## src/rtl/lkv_pkg.sv

```systemverilog
// shared constants, types and field layout for the lru key-value cache
// no dependencies; every other rtl file imports this package
package lkv_pkg;

    localparam int ENTRIES    = 16;
    localparam int KEY_BITS   = 16;
    localparam int VALUE_BITS = 32;

    // slot index and recency rank share one width
    localparam int IDX_BITS = (ENTRIES > 1) ? $clog2(ENTRIES) : 1;
    // fill count must reach ENTRIES itself
    localparam int CNT_BITS = $clog2(ENTRIES + 1);
    // capacity register width is fixed by the register map
    localparam int CAP_BITS = 5;
    localparam logic [CAP_BITS-1:0] CAP_RESET = CAP_BITS'(16);

    // stream payload widths, rounded up to whole bytes
    localparam int IN_DATA_BITS  = ((KEY_BITS + VALUE_BITS + 7) / 8) * 8;
    localparam int IN_USER_BITS  = 1;
    localparam int OUT_DATA_BITS = ((VALUE_BITS + KEY_BITS + 7) / 8) * 8;
    localparam int OUT_USER_BITS = 2;

    // operation codes carried in the input tuser
    localparam logic OP_GET = 1'b0;
    localparam logic OP_PUT = 1'b1;

    // bit positions in the output tuser
    localparam int USR_HIT   = 0;
    localparam int USR_EVICT = 1;

    typedef logic [KEY_BITS-1:0]   t_key;
    typedef logic [VALUE_BITS-1:0] t_value;
    typedef logic [IDX_BITS-1:0]   t_idx;
    typedef logic [CNT_BITS-1:0]   t_cnt;

    typedef logic [ENTRIES-1:0][KEY_BITS-1:0]   t_key_arr;
    typedef logic [ENTRIES-1:0][VALUE_BITS-1:0] t_value_arr;
    typedef logic [ENTRIES-1:0][IDX_BITS-1:0]   t_rank_arr;

    // update plan from the lookup stage to the entry store
    typedef struct packed {
        logic   upd;          // state changes (get hit or any put)
        logic   put;          // key and value are written at slot
        logic   hit;
        logic   insert;       // new key into a free slot, fill grows
        logic   evict;
        t_idx   slot;
        t_idx   thr;          // entries ranked below this age by one
        t_value read_value;
        t_key   evicted_key;
    } t_plan;

endpackage

```

## src/rtl/lkv_match.sv

```systemverilog
// parallel lookup: key compare on all entries, free slot, lru victim, update plan
// depends on lkv_pkg
module lkv_match (
    input  lkv_pkg::t_key_arr             i_key_arr,
    input  lkv_pkg::t_value_arr           i_value_arr,
    input  logic [lkv_pkg::ENTRIES-1:0]   i_valid,
    input  lkv_pkg::t_rank_arr            i_rank,
    input  lkv_pkg::t_cnt                 i_count,
    input  logic [lkv_pkg::CAP_BITS-1:0]  i_cap,
    input  logic                          i_kind,
    input  lkv_pkg::t_key                 i_key,
    output lkv_pkg::t_plan                o_plan
);
    import lkv_pkg::*;

    logic [ENTRIES-1:0] match;
    logic               hit;
    t_idx               hit_idx;
    t_idx               free_idx;
    t_idx               victim_idx;
    t_idx               oldest_rank;
    t_cnt               cap_eff;
    logic               has_free;
    logic               put;

    // clamp capacity into 1..ENTRIES
    always_comb begin
        if (i_cap == '0) begin
            cap_eff = t_cnt'(1);
        end else if (32'(i_cap) > 32'(ENTRIES)) begin
            cap_eff = t_cnt'(ENTRIES);
        end else begin
            cap_eff = t_cnt'(i_cap);
        end
    end

    assign put         = (i_kind == OP_PUT);
    assign has_free    = (i_count < cap_eff);
    assign oldest_rank = t_idx'(i_count - 1'b1);

    always_comb begin
        for (int i = 0; i < ENTRIES; i++) begin
            match[i] = i_valid[i] && (i_key_arr[i] == i_key);
        end
    end
    assign hit = |match;

    // lowest matching slot, lowest free slot
    always_comb begin
        hit_idx  = '0;
        free_idx = '0;
        for (int i = ENTRIES - 1; i >= 0; i--) begin
            if (match[i]) begin
                hit_idx = t_idx'(i);
            end
            if (!i_valid[i]) begin
                free_idx = t_idx'(i);
            end
        end
    end

    // least recent valid entry, highest index on a tie
    always_comb begin
        victim_idx = '0;
        for (int i = 0; i < ENTRIES; i++) begin
            if (i_valid[i] && (i_rank[i] == oldest_rank)) begin
                victim_idx = t_idx'(i);
            end
        end
    end

    always_comb begin
        o_plan        = '0;
        o_plan.hit    = hit;
        o_plan.put    = put;
        o_plan.upd    = hit || put;
        o_plan.insert = !hit && put && has_free;
        o_plan.evict  = !hit && put && !has_free;
        if (hit) begin
            o_plan.slot = hit_idx;
            o_plan.thr  = i_rank[hit_idx];
        end else if (has_free) begin
            // new entry sits past every rank, so all valid entries age
            o_plan.slot = free_idx;
            o_plan.thr  = t_idx'(i_count);
        end else begin
            o_plan.slot = victim_idx;
            o_plan.thr  = i_rank[victim_idx];
        end
        if (hit && !put) begin
            o_plan.read_value = i_value_arr[hit_idx];
        end
        if (o_plan.evict) begin
            o_plan.evicted_key = i_key_arr[victim_idx];
        end
    end

endmodule

```

## src/rtl/lkv_store.sv

```systemverilog
// entry store: keys, values, valid bits, recency ranks and fill count
// depends on lkv_pkg; applies one update plan per cycle while i_en is high
module lkv_store (
    input  logic                          i_clk,
    input  logic                          i_rst_n,
    input  logic                          i_en,
    input  lkv_pkg::t_plan                i_plan,
    input  lkv_pkg::t_key                 i_key,
    input  lkv_pkg::t_value               i_value,
    output lkv_pkg::t_key_arr             o_key_arr,
    output lkv_pkg::t_value_arr           o_value_arr,
    output logic [lkv_pkg::ENTRIES-1:0]   o_valid,
    output lkv_pkg::t_rank_arr            o_rank,
    output lkv_pkg::t_cnt                 o_count
);
    import lkv_pkg::*;

    t_key_arr           r_key;
    t_value_arr         r_value;
    logic [ENTRIES-1:0] r_valid;
    t_rank_arr          r_rank;
    t_cnt               r_count;

    // payload, no reset: read only behind a valid bit
    always_ff @(posedge i_clk) begin
        if (i_en && i_plan.put) begin
            r_key[i_plan.slot]   <= i_key;
            r_value[i_plan.slot] <= i_value;
        end
    end

    always_ff @(posedge i_clk) begin
        if (!i_rst_n) begin
            r_valid <= '0;
            r_rank  <= '0;
            r_count <= '0;
        end else if (i_en && i_plan.upd) begin
            for (int i = 0; i < ENTRIES; i++) begin
                if (r_valid[i] && (t_idx'(i) != i_plan.slot) && (r_rank[i] < i_plan.thr)) begin
                    r_rank[i] <= r_rank[i] + 1'b1;
                end
            end
            r_rank[i_plan.slot]  <= '0;
            r_valid[i_plan.slot] <= 1'b1;
            if (i_plan.insert) begin
                r_count <= r_count + 1'b1;
            end
        end
    end

    assign o_key_arr   = r_key;
    assign o_value_arr = r_value;
    assign o_valid     = r_valid;
    assign o_rank      = r_rank;
    assign o_count     = r_count;

endmodule

```

## src/rtl/lru_key_value_cache_core.sv

```systemverilog
// top level of the lru key-value cache: stream ports, capacity register,
// input and result registers; depends on lkv_pkg, lkv_match and lkv_store
//
// Fully associative key-value cache with 16 entries and least-recently-used
// replacement. Each input word is a get (tuser 0) or a put (tuser 1) with a
// key and, for puts, a value; each produces exactly one result word: hit flag,
// read value on a get hit, and the key of an entry evicted by a put of a new
// key. One word is accepted every cycle while the result side keeps up; each
// word passes through the input register, then the result register, and its
// result leaves when the result side takes it. The rate rests on the lookup
// and update of all entries: every key is compared in parallel and the
// recency ranks are rewritten in the same cycle, so the next word always sees
// the updated store. The store starts empty after reset with no clearing pass.
// Capacity (1..16, 0 reads as 1, larger values as 16) should only be written
// while no word is in flight; lowering it below the current fill drops nothing,
// later put misses then evict one for one.
module lru_key_value_cache_core (
    input  logic                               i_clk,
    input  logic                               i_rst_n,
    // capacity write channel
    input  logic                               i_cfg_valid,
    output logic                               o_cfg_ready,
    input  logic [lkv_pkg::CAP_BITS-1:0]       i_cfg_data,
    // request stream
    input  logic                               s_axis_tvalid,
    output logic                               s_axis_tready,
    input  logic [lkv_pkg::IN_DATA_BITS-1:0]   s_axis_tdata,   // key, write_value
    input  logic [lkv_pkg::IN_USER_BITS-1:0]   s_axis_tuser,   // kind
    // result stream
    output logic                               m_axis_tvalid,
    input  logic                               m_axis_tready,
    output logic [lkv_pkg::OUT_DATA_BITS-1:0]  m_axis_tdata,   // read_value, evicted_key
    output logic [lkv_pkg::OUT_USER_BITS-1:0]  m_axis_tuser    // hit, evicted
);
    import lkv_pkg::*;

    // capacity register, always ready
    logic [CAP_BITS-1:0] r_cap;

    // input register
    logic   r_in_valid;
    logic   r_in_kind;
    t_key   r_in_key;
    t_value r_in_value;

    // result register
    logic   r_out_valid;
    logic   r_out_hit;
    logic   r_out_evict;
    t_value r_out_read;
    t_key   r_out_evkey;

    // store view and plan
    t_key_arr           key_arr;
    t_value_arr         value_arr;
    logic [ENTRIES-1:0] valid;
    t_rank_arr          rank;
    t_cnt               count;
    t_plan              plan;

    logic advance;   // input register word moves into the result register
    logic s_accept;

    assign o_cfg_ready = 1'b1;

    always_ff @(posedge i_clk) begin
        if (!i_rst_n) begin
            r_cap <= CAP_RESET;
        end else if (i_cfg_valid) begin
            r_cap <= i_cfg_data;
        end
    end

    // the result register parts the two sides; the input register drains
    // whenever the result slot is free or being taken
    assign advance       = r_in_valid && (!r_out_valid || m_axis_tready);
    assign s_axis_tready = !r_in_valid || advance;
    assign s_accept      = s_axis_tvalid && s_axis_tready;

    always_ff @(posedge i_clk) begin
        if (!i_rst_n) begin
            r_in_valid <= 1'b0;
        end else if (s_axis_tready) begin
            r_in_valid <= s_axis_tvalid;
        end
    end

    always_ff @(posedge i_clk) begin
        if (s_accept) begin
            r_in_kind  <= s_axis_tuser[0];
            r_in_key   <= s_axis_tdata[KEY_BITS-1:0];
            r_in_value <= s_axis_tdata[KEY_BITS +: VALUE_BITS];
        end
    end

    lkv_match u_match (
        .i_key_arr   (key_arr),
        .i_value_arr (value_arr),
        .i_valid     (valid),
        .i_rank      (rank),
        .i_count     (count),
        .i_cap       (r_cap),
        .i_kind      (r_in_kind),
        .i_key       (r_in_key),
        .o_plan      (plan)
    );

    // store updates in the same edge that captures the result
    lkv_store u_store (
        .i_clk       (i_clk),
        .i_rst_n     (i_rst_n),
        .i_en        (advance),
        .i_plan      (plan),
        .i_key       (r_in_key),
        .i_value     (r_in_value),
        .o_key_arr   (key_arr),
        .o_value_arr (value_arr),
        .o_valid     (valid),
        .o_rank      (rank),
        .o_count     (count)
    );

    always_ff @(posedge i_clk) begin
        if (!i_rst_n) begin
            r_out_valid <= 1'b0;
        end else if (advance) begin
            r_out_valid <= 1'b1;
        end else if (m_axis_tready) begin
            r_out_valid <= 1'b0;
        end
    end

    always_ff @(posedge i_clk) begin
        if (advance) begin
            r_out_hit   <= plan.hit;
            r_out_evict <= plan.evict;
            r_out_read  <= plan.read_value;
            r_out_evkey <= plan.evicted_key;
        end
    end

    assign m_axis_tvalid           = r_out_valid;
    assign m_axis_tdata            = OUT_DATA_BITS'({r_out_evkey, r_out_read});
    assign m_axis_tuser[USR_HIT]   = r_out_hit;
    assign m_axis_tuser[USR_EVICT] = r_out_evict;

endmodule

```

## config.mk

```make
export PLATFORM = sky130hd
export DESIGN_NAME = lru_key_value_cache_core
export DESIGN_NICKNAME = d
export VERILOG_FILES = /design/src/rtl/lkv_pkg.sv /design/src/rtl/lkv_match.sv /design/src/rtl/lkv_store.sv /design/src/rtl/lru_key_value_cache_core.sv
export SDC_FILE = /design/constraint.sdc
export NUM_CORES = 2
export LEC_CHECK = 0
export ABC_AREA = 1
export BUFFER_PORTS_ARGS = -buffer_cell sky130_fd_sc_hd__clkbuf_2
export CORE_MARGIN = 2
export CORE_UTILIZATION = 55
export CTS_BUF_LIST = sky130_fd_sc_hd__clkbuf_8
export DETAILED_ROUTE_END_ITERATION = 8
export PLACE_DENSITY = 0.69
export SETUP_SLACK_MARGIN = 0.4
export SYNTH_ARGS = -nofsm -noshare
export SYNTH_HDL_FRONTEND = slang
export SYNTH_SLANG_ARGS = --single-unit
```

## constraint.sdc

```tcl
create_clock -name i_clk -period 10.9 [get_ports i_clk]
set_input_delay 2.725 -clock i_clk [delete_from_list [all_inputs] [get_ports i_clk]]
set_output_delay 2.725 -clock i_clk [all_outputs]
set_load 0.02 [all_outputs]
```

### Word level (Yosys, flattened, before mapping)

Index checks and enable logic that the tools add are counted.
W data, S select, Z words.

| word-level totals | value |
|---|---|
| register bits | 959 |
| input port bits | 59 |
| output and inout bits | 53 |
| logic and storage cells | 353 |

| cells by class | value |
|---|---|
| add/sub/neg operators | 18 |
| magnitude comparators | 22 |
| equality and inequality tests | 46 |
| muxes and demuxes | 119 |
| bitwise gates (word level) | 3 |
| reductions and logical operators | 85 |

Operators with widths:

| kind | number |
|---|---|
| $bwmux W512 | 1 |
| $mux W4 | 91 |
| $bwmux W256 | 1 |
| $eq A16 B16 Y1 | 16 |
| $bmux W32 S4 | 1 |
| $demux W32 S4 | 1 |
| $logic_and A1 B1 Y1 | 72 |
| $add A4 B1 Y4 const B | 16 |
| $and A64 B64 Y64 | 1 |
| $bmux W16 S4 | 1 |
| $demux W16 S4 | 1 |
| $lt A4 B4 Y1 | 16 |
| $mux W32 | 2 |
| $not A64 Y64 | 1 |
| $eq A4 B4 Y1 | 15 |
| $bmux W4 S4 | 2 |
| $mux W16 | 2 |
| $ne A4 B4 Y1 const A | 8 |
| $demux W4 S4 | 1 |
| $mux W8 | 2 |
| $ne A3 B4 Y1 const A | 4 |
| $or A16 B16 Y16 | 1 |
| $reduce_or A16 Y1 | 1 |
| $lt A4 B5 Y1 const B | 3 |
| other kinds (18) | 33 |

### Longest topological paths before layout

| logic depth | value |
|---|---|
| word-level depth | 29 |
| depth in mapped cells | 42 |
| mapped depth without buffers | 38 |

### Modules after synthesis

Synthesis repeated with hierarchy kept, for this count alone.

| second synthesis, totals | value |
|---|---|
| cells, all modules | 5459 |
| area total of the unflattened synthesis | 49069.6 sq um |

By module, submodules not included:

| module | times used | cells each | area each (sq um) | sequential area each (sq um) |
|---|---|---|---|---|
| lkv_store | 1 | 1675 | 28837.7 | 24763.8 |
| lkv_match | 1 | 3647 | 16971.3 | 0.0 |
| lru_key_value_cache_core | 1 | 137 | 3260.6 | 3113.0 |

### Worst setup path before layout

OpenSTA, ideal clock, no wires.

| timing path | value |
|---|---|
| kind | in2reg |
| start | in m_axis_tready |
| end | reg u_store.r_key, in the netlist u_store.o_key_arr[0], enable pin |
| arrival | 5460 ps |
| required time | 10446 ps |
| slack | 4986 ps |
| stages | 7 |
| buffers on the path | 1 |
| path through | inv_1 -> nand2_1 -> nand2_1 -> nor2_1 -> clkinv_1 -> clkbuf_1 -> nor2_1 |

| on the way | value |
|---|---|
| cells in the longest elaborated chain, start to end | 3 |

RTL lines:

| what | RTL line | source |
|---|---|---|
| start, declared | lru_key_value_cache_core.sv:31 | `input logic m_axis_tready,` |
| $logic_or A1 B1 Y1 | lru_key_value_cache_core.sv:76 | `assign advance = r_in_valid && (!r_out_valid \|\| m_axis_tready);` |
| $logic_and A1 B1 Y1 | lru_key_value_cache_core.sv:76 |  |
| $logic_and A1 B1 Y1 | lkv_store.sv:26 | `if (i_en && i_plan.put) begin` |
| end signal, assigned by index | lkv_store.sv:27 | `r_key[i_plan.slot] <= i_key;` |
| end, declared | lkv_store.sv:18 | `t_key_arr r_key;` |

Every way passes these cells.
A chain may end at the register's enable or synchronous reset.

### Final worst setup path

| timing path | value |
|---|---|
| start | reg u_store.r_count[0] (netlist: u_store.o_count[0]) |
| end | reg u_store.r_rank, in the netlist u_store.o_rank[1] |

| on the way | value |
|---|---|
| cells in the longest elaborated chain, start to end | 28 |
| elaborated cells between the ends (all ways) | 65 |
| those cells by class | add/sub: 1; order compare: 4; eq/ne: 15; mux: 24; bitwise: 2; reduce/logical: 19 |

RTL lines:

| what | RTL line | source |
|---|---|---|
| start, declared | lkv_store.sv:22 | `t_cnt r_count;` |
| start signal, assigned | lkv_store.sv:46 | `r_count <= r_count + 1'b1;` |
| $sub A4 B1 Y4 | lkv_match.sv:39 | `assign oldest_rank = t_idx'(i_count - 1'b1);` |
| $eq A4 B4 Y1 | lkv_match.sv:66 | `if (i_valid[i] && (i_rank[i] == oldest_rank)) begin` |
| $logic_and A1 B1 Y1 | lkv_match.sv:66 |  |
| $mux W1 | lkv_match.sv:66 |  |
| $mux W2 (2 in a row) | lkv_match.sv:66 |  |
| $mux W3 (4 in a row) | lkv_match.sv:66 |  |
| $mux W4 (8 in a row) | lkv_match.sv:66 |  |
| $bmux W4 S4 | lkv_match.sv:88 | `o_plan.thr = i_rank[victim_idx];` |
| $mux W4 (not written as such) | lkv_match.sv:88 |  |
| $mux W8 * | lkv_match.sv:82 | `end else if (has_free) begin` |
| $mux W8 * | lkv_match.sv:79 | `if (hit) begin` |
| $lt A4 B4 Y1 | lkv_store.sv:39 | `if (r_valid[i] && (t_idx'(i) != i_plan.slot) && (r_rank[i] < i_plan.thr)) begin` |
| $logic_and A1 B1 Y1 | lkv_store.sv:39 |  |
| $mux W4 | lkv_store.sv:39 |  |
| $mux W4 | lkv_store.sv:37 | `end else if (i_en && i_plan.upd) begin` |
| $mux W4 | lkv_store.sv:33 | `if (!i_rst_n) begin` |
| $and A64 B64 Y64 (no line) * | -- |  |
| end signal, assigned by index | lkv_store.sv:40 | `r_rank[i] <= r_rank[i] + 1'b1;` |
| end, declared | lkv_store.sv:21 | `t_rank_arr r_rank;` |

Every way passes the cells marked *; elsewhere a longest branch is shown, timed or not. The select of a mux whose other input is x is not followed.

==> impl_metrics.toml <==
[synth]
yosys_warnings = 0
synth_commonest_cells = "867 x edfxtp_1, 650 x nor2_1, 612 x nand2_1"
synthTopCellsByArea = "edfxtp_1 56%, o21ai_0 5.2%, nor2_1 5.2%"
synth_top_area_share_pct = 55.6
synthesis.area_sq_um = 46800
post-synth-top-count-cell = "edfxtp_1"
synth-edff-count = 867
synth_flop_cell = "edfxtp_1"
synth_fp_nets = 4837
synth.distinct_cells = 63
seq_area_frac_synth_pct = 59.6
syn_avg_cell_area_sq_um = 9.94
yosys.area.top_type = "edfxtp_1"
ys_seq_elements = 959
netlist_instances = 4708
async_flop_share_pct = 0

[clocking]
cts_hold_buf = 0
htreeDepth = 4
clk_path_buf_depth = 3
cts_resized = 0
numCtsBuffers = 158
clk_pin_slew_ns = 0.06
cts_tree = "yes"
post-cts-setup-buffers = 0
cts.sinks = 959
cts-root-buf = "clkbuf_8"
insertion_delay_ns = 0.88

[sta]
fin_crit_ns = 8.13
clock.fmax_mhz = 123
tns_ns = 0
relSlewSlack_pct = 22.0
holdWs_ns = 0.480
slew_viol_final = 0
rsz0062_at_grt = "false"
clock_skew_ns = 0.0510
setup_viol = 0
hold_violations = 0
tightest_slew_ns = 1.17
fin_crit_sh_pct = 74.6

[floorplan]
die-area_sq_um = 87400
core-area_sq_um = 84000
die_w_um = 296
row_count = 106
num_io_pins = 112
initial_core_util_pct = 55.7
die_h_um = 296

[detailed_routing]
via_per_inst = 6.27
drtIter0Drc = 5442
ant_nets = 0
wl_per_cell_um = 25.2
via_count = 37939
first_pass_iters = 7
drc = 0
routed_wl_um = 153000

[cells_and_area]
design.final.nets = 4920
drive_gt1_share_pct = 9.93
fillCellCount = 7080
multi_input_area_sq_um = 16300
layoutNonFillerInstCount = 6049
regArea_sq_um = 27900
syn_to_final_growth_pct = 9.20
design_area_sq_um = 51100

[grt]
grt_pass1_vias = 35417
track_usage_pct = 34.8
grt_pass1_wl_um = 224000
antenna_found_initial = 1
grt_max_degree = 136
grt-ovfl-total = 0

[setup_path]
critPathLaunchType = "flop"
critPathKind = "flop to flop"
cpMaxStageDelayCell = "dfxtp_1"
cp_common_cell = "nand2_1"
cp.arrival_ns = 8.87
crit_fanout = 107
cpPeakStageDelay_ns = 1.06
cp.required_ns = 11.64
cp-end-kind = "flop"

[place]
postPlaceCellArea_sq_um = 48200
placed_cells = 5765
gp_congestion = 1.01
dpl.hpwl_um = 91000
port_buffers = 110

[min_path]
hold_class = "flop to flop"

[power_and_ir_drop]
total_power_uw = 7390
leakage_uw = 0.0185
ir_drop_uv = 141
power_density_nw_per_um2 = 145

[outcome]
status = "finished clean"

[job]
maxCapViolCount = 0
==> where the power goes <==
part / switching [uW] / internal [uW] / total [uW]
clock network: 1490 / 1470 / 2960
registers: 38.1 / 4050 / 4080
logic: 264 / 81.5 / 346
==> kinds of logic after synthesis <==
group | after synthesis | synth area share, %
DFF | 959 | 59.6
xor gates and xnor gates | 86 | 1.61
buffers and inverters | 675 | 5.97
other | 1 | 0.00802
and+or+nand+nor | 1869 | 17.6
AOI/OAI and AO/OA | 1048 | 13.3
adders and majority gates | 70 | 1.87
==> routing by layer <==
metal / vias up / part of all wire [%] / GRT usage (%)
met5: - / 0 / 0
met1: 17985 / 40 / 48.9
li1: 17063 / - / -
met2: 2431 / 43 / 51.2
met4: 0 / 5.5 / 19.2
met3: 460 / 11 / 6.69
==> sequential cells by signal, summed over array words and instances (netlist names) <==
register	cells
u_store.o_value_arr	512
u_store.o_key_arr	256
u_store.o_rank	64
r_in_value	32
r_out_read	32
r_in_key	16
r_out_evkey	16
u_store.o_valid	16
r_cap	5
u_store.o_count	5
m_axis_tvalid	1
r_in_kind	1
r_in_valid	1
r_out_evict	1
r_out_hit	1
==> layout make-up <==
| cell class | count | share of cell area (%) |
|---|---|---|
| flip-flops and latches | 959 | 54.6 |
| multi-input cells | 3074 | 31.9 |
| clock buffers | 164 | 4.42 |
| inverters | 427 | 3.15 |
| well taps | 1134 | 2.78 |
| repair buffers | 171 | 1.97 |
| clock inverters | 119 | 1.25 |
| diodes | 1 | 0.00490 |
==> worst paths after layout <==
| check | startpoint | endpoint | slack [ns] | cells past startpoint |
|---|---|---|---|---|
| hold reg to reg | r_cap[0]$_SDFFE_PN0P_ | r_cap[0]$_SDFFE_PN0P_ | 0.48 | 2 |
| setup reg to reg | u_store.o_count[0]$_SDFFE_PN0P_ | u_store.o_rank[1]$_SDFFE_PN0P_ | 2.77 | 34 |
| hold / removal | r_cap[0]$_SDFFE_PN0P_ | r_cap[0]$_SDFFE_PN0P_ | 0.48 | 2 |
| setup / recovery | u_store.o_count[0]$_SDFFE_PN0P_ | u_store.o_rank[1]$_SDFFE_PN0P_ | 2.77 | 34 |
==> layout by cell type (no fill, tap or decap), drive strengths merged, types with 45 or more instances in the layout <==
master  count
a21oi     236
buf        61
clkbuf    274
clkinv     50
dfxtp      92
edfxtp    867
ha         70
inv       488
nand2     643
nand3     300
nand4     113
nor2      653
nor3       73
nor4       45
o211ai     53
o21ai     509
o221ai    126
xor2       62
==> critical path: cells and delay by family, from the launching register on <==
kind,cells,cell delay [ns]
XOR/XNOR,1,0.19
adder cells (fa/ha/maj),2,1.25
buffers and inverters,4,1.57
flip-flops,1,1.06
AND/OR/NAND/NOR,20,1.93
AO/OA/AOI/OAI,7,1.89
==> per-stage QoR <==
| step | utilization [%] | worst slack, ns |
|---|---|---|
| 4_1_cts | 60.9 | 3.18 |
| 6_report | 60.9 | 2.77 |
| 3_5_place_dp | 57.4 | 3.24 |
| 3_3_place_gp | 57.4 | 3.40 |
| 2_1_floorplan | - | 4.99 |
| 5_1_grt | 60.9 | 2.40 |
(Power assumes the default switching activity.)
